===== src/hdl/conv3_pkg.sv =====
package conv3_pkg;

    // kernel geometry
    localparam int KERNEL_SIZE = 3;
    localparam int KCENTER     = (KERNEL_SIZE - 1) / 2;

    // field and register widths
    localparam int PIX_W       = 16;
    localparam int COEF_W      = 16;
    localparam int COEF_ROW_W  = 48;
    localparam int WIDTH_W     = 11;
    localparam int HEIGHT_W    = 13;
    localparam int MAX_HEIGHT  = 4096;
    localparam int OUT_ROW_W   = $clog2(MAX_HEIGHT);
    localparam int CFG_INDEX_W = 3;

    // output queue
    localparam int OFIFO_DEPTH = 8;
    localparam int OFIFO_PTR_W = $clog2(OFIFO_DEPTH);
    localparam int OCC_W       = $clog2(OFIFO_DEPTH + 1);

    // configuration register indexes
    localparam logic [CFG_INDEX_W-1:0] CFG_COEF_TOP     = 3'd0;
    localparam logic [CFG_INDEX_W-1:0] CFG_COEF_MID     = 3'd1;
    localparam logic [CFG_INDEX_W-1:0] CFG_COEF_BOT     = 3'd2;
    localparam logic [CFG_INDEX_W-1:0] CFG_IMAGE_WIDTH  = 3'd3;
    localparam logic [CFG_INDEX_W-1:0] CFG_IMAGE_HEIGHT = 3'd4;

    // register reset values
    localparam logic [COEF_ROW_W-1:0] COEF_TOP_RST = 48'h0000_0000_0000;
    localparam logic [COEF_ROW_W-1:0] COEF_MID_RST = 48'h0000_1000_0000;
    localparam logic [COEF_ROW_W-1:0] COEF_BOT_RST = 48'h0000_0000_0000;
    localparam logic [WIDTH_W-1:0]    WIDTH_RST    = 11'd1024;
    localparam logic [HEIGHT_W-1:0]   HEIGHT_RST   = 13'd1024;

    // item kinds
    localparam logic ACT_PIXEL = 1'b0;
    localparam logic ACT_DRAIN = 1'b1;

    typedef logic signed [PIX_W-1:0] pix_t;
    typedef pix_t [KERNEL_SIZE-1:0][KERNEL_SIZE-1:0] win_t;

    typedef struct packed {
        logic action;
        pix_t pixel_value;
    } in_item_t;

    typedef struct packed {
        pix_t out_value;
        logic out_last;
    } out_item_t;

    // one line buffer entry: the two stored rows at a column
    typedef struct packed {
        pix_t newer;
        pix_t older;
    } lb_word_t;

    // per-output control handed to the arithmetic pipeline
    typedef struct packed {
        logic valid;
        logic last;
        logic top_ok;
        logic bot_ok;
        logic left_ok;
        logic right_ok;
    } mac_ctrl_t;

endpackage


===== src/hdl/conv3_ofifo.sv =====
module conv3_ofifo (
    input  logic                 clk,
    input  logic                 rst_n,
    input  logic                 push,
    input  conv3_pkg::out_item_t push_item,
    input  logic                 pop,
    output logic                 valid,
    output conv3_pkg::out_item_t item
);

    localparam int DEPTH = conv3_pkg::OFIFO_DEPTH;
    localparam int PTR_W = conv3_pkg::OFIFO_PTR_W;
    localparam int CNT_W = conv3_pkg::OCC_W;

    conv3_pkg::out_item_t slot_reg [DEPTH];
    logic [PTR_W-1:0]     wr_ptr_reg;
    logic [PTR_W-1:0]     rd_ptr_reg;
    logic [CNT_W-1:0]     cnt_reg;
    logic                 pop_xfer;

    assign pop_xfer = pop && (cnt_reg != '0);

    // storage, no reset
    always_ff @(posedge clk)
    begin
        if (push)
        begin
            slot_reg[wr_ptr_reg] <= push_item;
        end
    end

    // pointers and fill level
    always_ff @(posedge clk or negedge rst_n)
    begin
        if (!rst_n)
        begin
            wr_ptr_reg <= '0;
            rd_ptr_reg <= '0;
            cnt_reg    <= '0;
        end
        else
        begin
            if (push)
            begin
                wr_ptr_reg <= wr_ptr_reg + PTR_W'(1);
            end
            if (pop_xfer)
            begin
                rd_ptr_reg <= rd_ptr_reg + PTR_W'(1);
            end
            cnt_reg <= cnt_reg + CNT_W'(push) - CNT_W'(pop_xfer);
        end
    end

    assign valid = (cnt_reg != '0);
    assign item  = slot_reg[rd_ptr_reg];

endmodule


===== config.mk =====
export PLATFORM = sky130hd
export DESIGN_NAME = conv3_ofifo
export DESIGN_NICKNAME = d
export VERILOG_FILES = /design/src/hdl/conv3_pkg.sv /design/src/hdl/conv3_ofifo.sv
export SDC_FILE = /design/constraint.sdc
export NUM_CORES = 1
export LEC_CHECK = 0
export BUFFER_PORTS_ARGS = -buffer_cell sky130_fd_sc_hd__buf_2
export CAP_MARGIN = 40
export CELL_PAD_IN_SITES_DETAIL_PLACEMENT = 0
export CELL_PAD_IN_SITES_GLOBAL_PLACEMENT = 2
export CORE_ASPECT_RATIO = 1.5
export CORE_MARGIN = 8
export CORE_UTILIZATION = 50
export CTS_BUF_LIST = sky130_fd_sc_hd__clkbuf_8 sky130_fd_sc_hd__clkbuf_16
export CTS_CLUSTER_DIAMETER = 120
export DETAILED_ROUTE_END_ITERATION = 16
export PLACE_DENSITY_LB_ADDON = 0.1
export SYNTH_ARGS = -nofsm -noshare
export SYNTH_HDL_FRONTEND = slang
export SYNTH_SLANG_ARGS = --single-unit

===== constraint.sdc =====
create_clock -name clk -period 5.5 [get_ports clk]
set_input_delay 0.275 -clock clk [delete_from_list [all_inputs] [get_ports clk]]
set_output_delay 0.275 -clock clk [all_outputs]
set_load 0.05 [all_outputs]

==> metrics <==
total global-route track usage 14.2%; placer congestion estimate 0.675; Max clock buf depth 2; most frequent cells in the layout 136 x edfxtp_1, 38 x buf_2, 24 x mux4_1; nets 341; ANT cells 0; Synth Register Bits 146; Area Growth Syn to Fin 18.9%; syn_nets 280; antenna violations before repair 0; CP startpoint kind flop; post-route minimum period 2.71 ns; overall die width 104 um; row count 48; number of I/O pins 39; Inserted Clock Buffers 17; Max-cap violations 0; Final Cycle Share 49.2%; CP max FO 22; Synth Area per Inst 23.0 um^2; Req. time, crit path 5.22 ns; vias 2601; share of cells above drive strength 1 36.0%; clock power share 29.3%; hold slack 0.130 ns; Leak 2.43 nW; Syn Inst Count 251; Remaining DRCs 0; Routed Antenna Nets 0; Setup Viol. Count Final 0; final hold vios 0; H-tree depth 4; Layout fillers 844; run status completed; CP startpoint rd_ptr_reg[0]$_DFFE_PN0P_; routed vias/inst 5.48; number of global-route vias before repair 2773; Syn. warnings 0; Internal 0.00268 W; Slew headroom 64.3%; setup TNS 0 ns; register share of total power 37.7%; Slew @ Worst Pin 0.533 ns; TritonRoute pass-1 iters 4; Psw 0.00139 W; sw frac 34.2%; 1st-iter DRT viols 150; die area 15300 um^2; RSZ-0062 raised after global routing no; Post-Syn Area 5760 um^2; final wirelength 10300 um; CP endpoint kind primary output; TritonCTS clock tree built; max reg flops 136; Min-Delay Startpoint push_item[8]; post-DP HPWL 6190 um; pwr dens 594 nW/um^2; CTS clk-pin slew, worst paths 0.06 ns; clk sink count 146; port buffer count 38; Die Ht 147 um; synth unique cells 22; WP data arrival 2.43 ns; critical path type reg2out; area of the core 11400 um^2; first-pass GRT wire length 15800 um; CTS resizes 0; Clock Latency Late Sink 0.41 ns; GRT overflow 0; post-synthesis sequential area ratio 75.2%; Clk Tree Root Cell clkbuf_16; combinational fraction of design power 33.0%; launching point of the worst reg2reg path cnt_reg[2]$_DFF_PN0_; leading cell type in the layout, fill and taps excluded edfxtp_1; fmax 0.369 GHz; largest net degree at the start of global routing 23; Initial Util 50.7%; mean routed wirelength per cell 21.6 um; hold crit path type in2reg; Slew Viols, Final 0; maximum VDD drop 0.354 mV; skew final 0.00859 ns
-- power groups by stage --
stage	Sequential (W)	Clock [W]	Combinational, W
6_report	0.00154	0.00119	0.00134
4_1_cts	0.00154	0.00122	0.00138
3_3_place_gp	0.00165	0	0.00122
2_1_floorplan	0.00147	0	0.00111
5_1_grt	0.00156	0.00126	0.00144
3_5_place_dp	0.00156	0	0.00137
-- per-stage QoR --
| step | utilization, % | power, W | instances | setup slack, ns | instance area [um^2] |
|---|---|---|---|---|---|
| after floorplan | - | 0.00258 | 251 | 3.02 | 5760 |
| after global placement | 54.1 | 0.00286 | 437 | 2.91 | 6140 |
| after detailed placement | 54.8 | 0.00293 | 442 | 3.11 | 6220 |
| after CTS | 60.4 | 0.00413 | 475 | 2.73 | 6850 |
| after global routing | 60.4 | 0.00426 | 475 | 2.67 | 6850 |
| final | 60.4 | 0.00407 | 475 | 2.79 | 6850 |
-- worst max-delay path, cell delays in order (launching register included) --
cell and delay [ns]:
dfrtp_2 0.66, buf_12 0.27, mux4_1 0.59, mux2_2 0.28
buf_2 0.21
-- area by class of cell --
cell class | count | area [um^2] | area share, %
Sequential cell | 146 | 4340 | 63.3
Multi-Input combinational cell | 86 | 1330 | 19.5
Clock buffer | 17 | 425 | 6.21
Timing Repair Buffer | 52 | 338 | 4.93
Clock inverter | 15 | 196 | 2.87
Tap cell | 150 | 188 | 2.74
Inverter | 9 | 33.8 | 0.493
-- path summary, 6_finish.rpt --
| check | end | slack [ns] | cells after the start |
|---|---|---|---|
| worst max-delay path | item[15] | 2.79 | 4 |
| max in group asynchronous | rd_ptr_reg[0]$_DFFE_PN0P_ | 5.03 | 2 |
| worst min register to register | wr_ptr_reg[1]$_DFFE_PN0P_ | 0.56 | 1 |
| worst max register to register | cnt_reg[2]$_DFF_PN0_ | 3.12 | 11 |
| worst min-delay path | slot_reg[1][8]$_DFFE_PP_ | 0.13 | 1 |
| min in group asynchronous | cnt_reg[0]$_DFF_PN0_ | 0.26 | 2 |
-- layer usage --
layer  track usage [%]  part of all wire [%]  vias to the layer above
li1                  -                     -                     1175
met2              24.1                    53                       54
met5                 0                     0                        -
met1              16.3                    42                     1362
met4              6.64                   1.1                        0
met3              3.79                   3.7                       10
-- synth_stat cells (all sizes together) --
cell | instances | area [um^2]
a21o | 1 | 7.51
a21oi | 1 | 5.00
buf | 7 | 58.8
clkbuf | 3 | 11.3
dfrtp | 10 | 250
edfxtp | 136 | 4080
fa | 1 | 20.0
ha | 7 | 87.6
inv | 9 | 33.8
mux2 | 19 | 214
mux4 | 34 | 856
nand2 | 4 | 15.0
nand2b | 3 | 18.8
nand3 | 1 | 5.00
nor2 | 6 | 22.5
nor3 | 2 | 10.0
or3b | 1 | 8.76
xnor2 | 4 | 35.0
xor2 | 2 | 17.5
-- kinds of logic after synthesis --
logic type | after synthesis | synth area share [%]
AND/OR/NAND/NOR | 17 | 1.39
adder cells (fa/ha/maj) | 8 | 1.87
AO/OA/AOI/OAI | 2 | 0.217
buffers and inverters | 19 | 1.80
flip-flops | 146 | 75.2
multiplexers | 53 | 18.6
XOR/XNOR | 6 | 0.912
-- what timing repair did --
| action | in CTS | in global routing |
|---|---|---|
| hold buffers | 1 | 0 |
| hold endpoints to repair | 10 | 0 |
| setup buffers | 0 | 0 |
No activity file was read; power rests on OpenSTA's default activity.
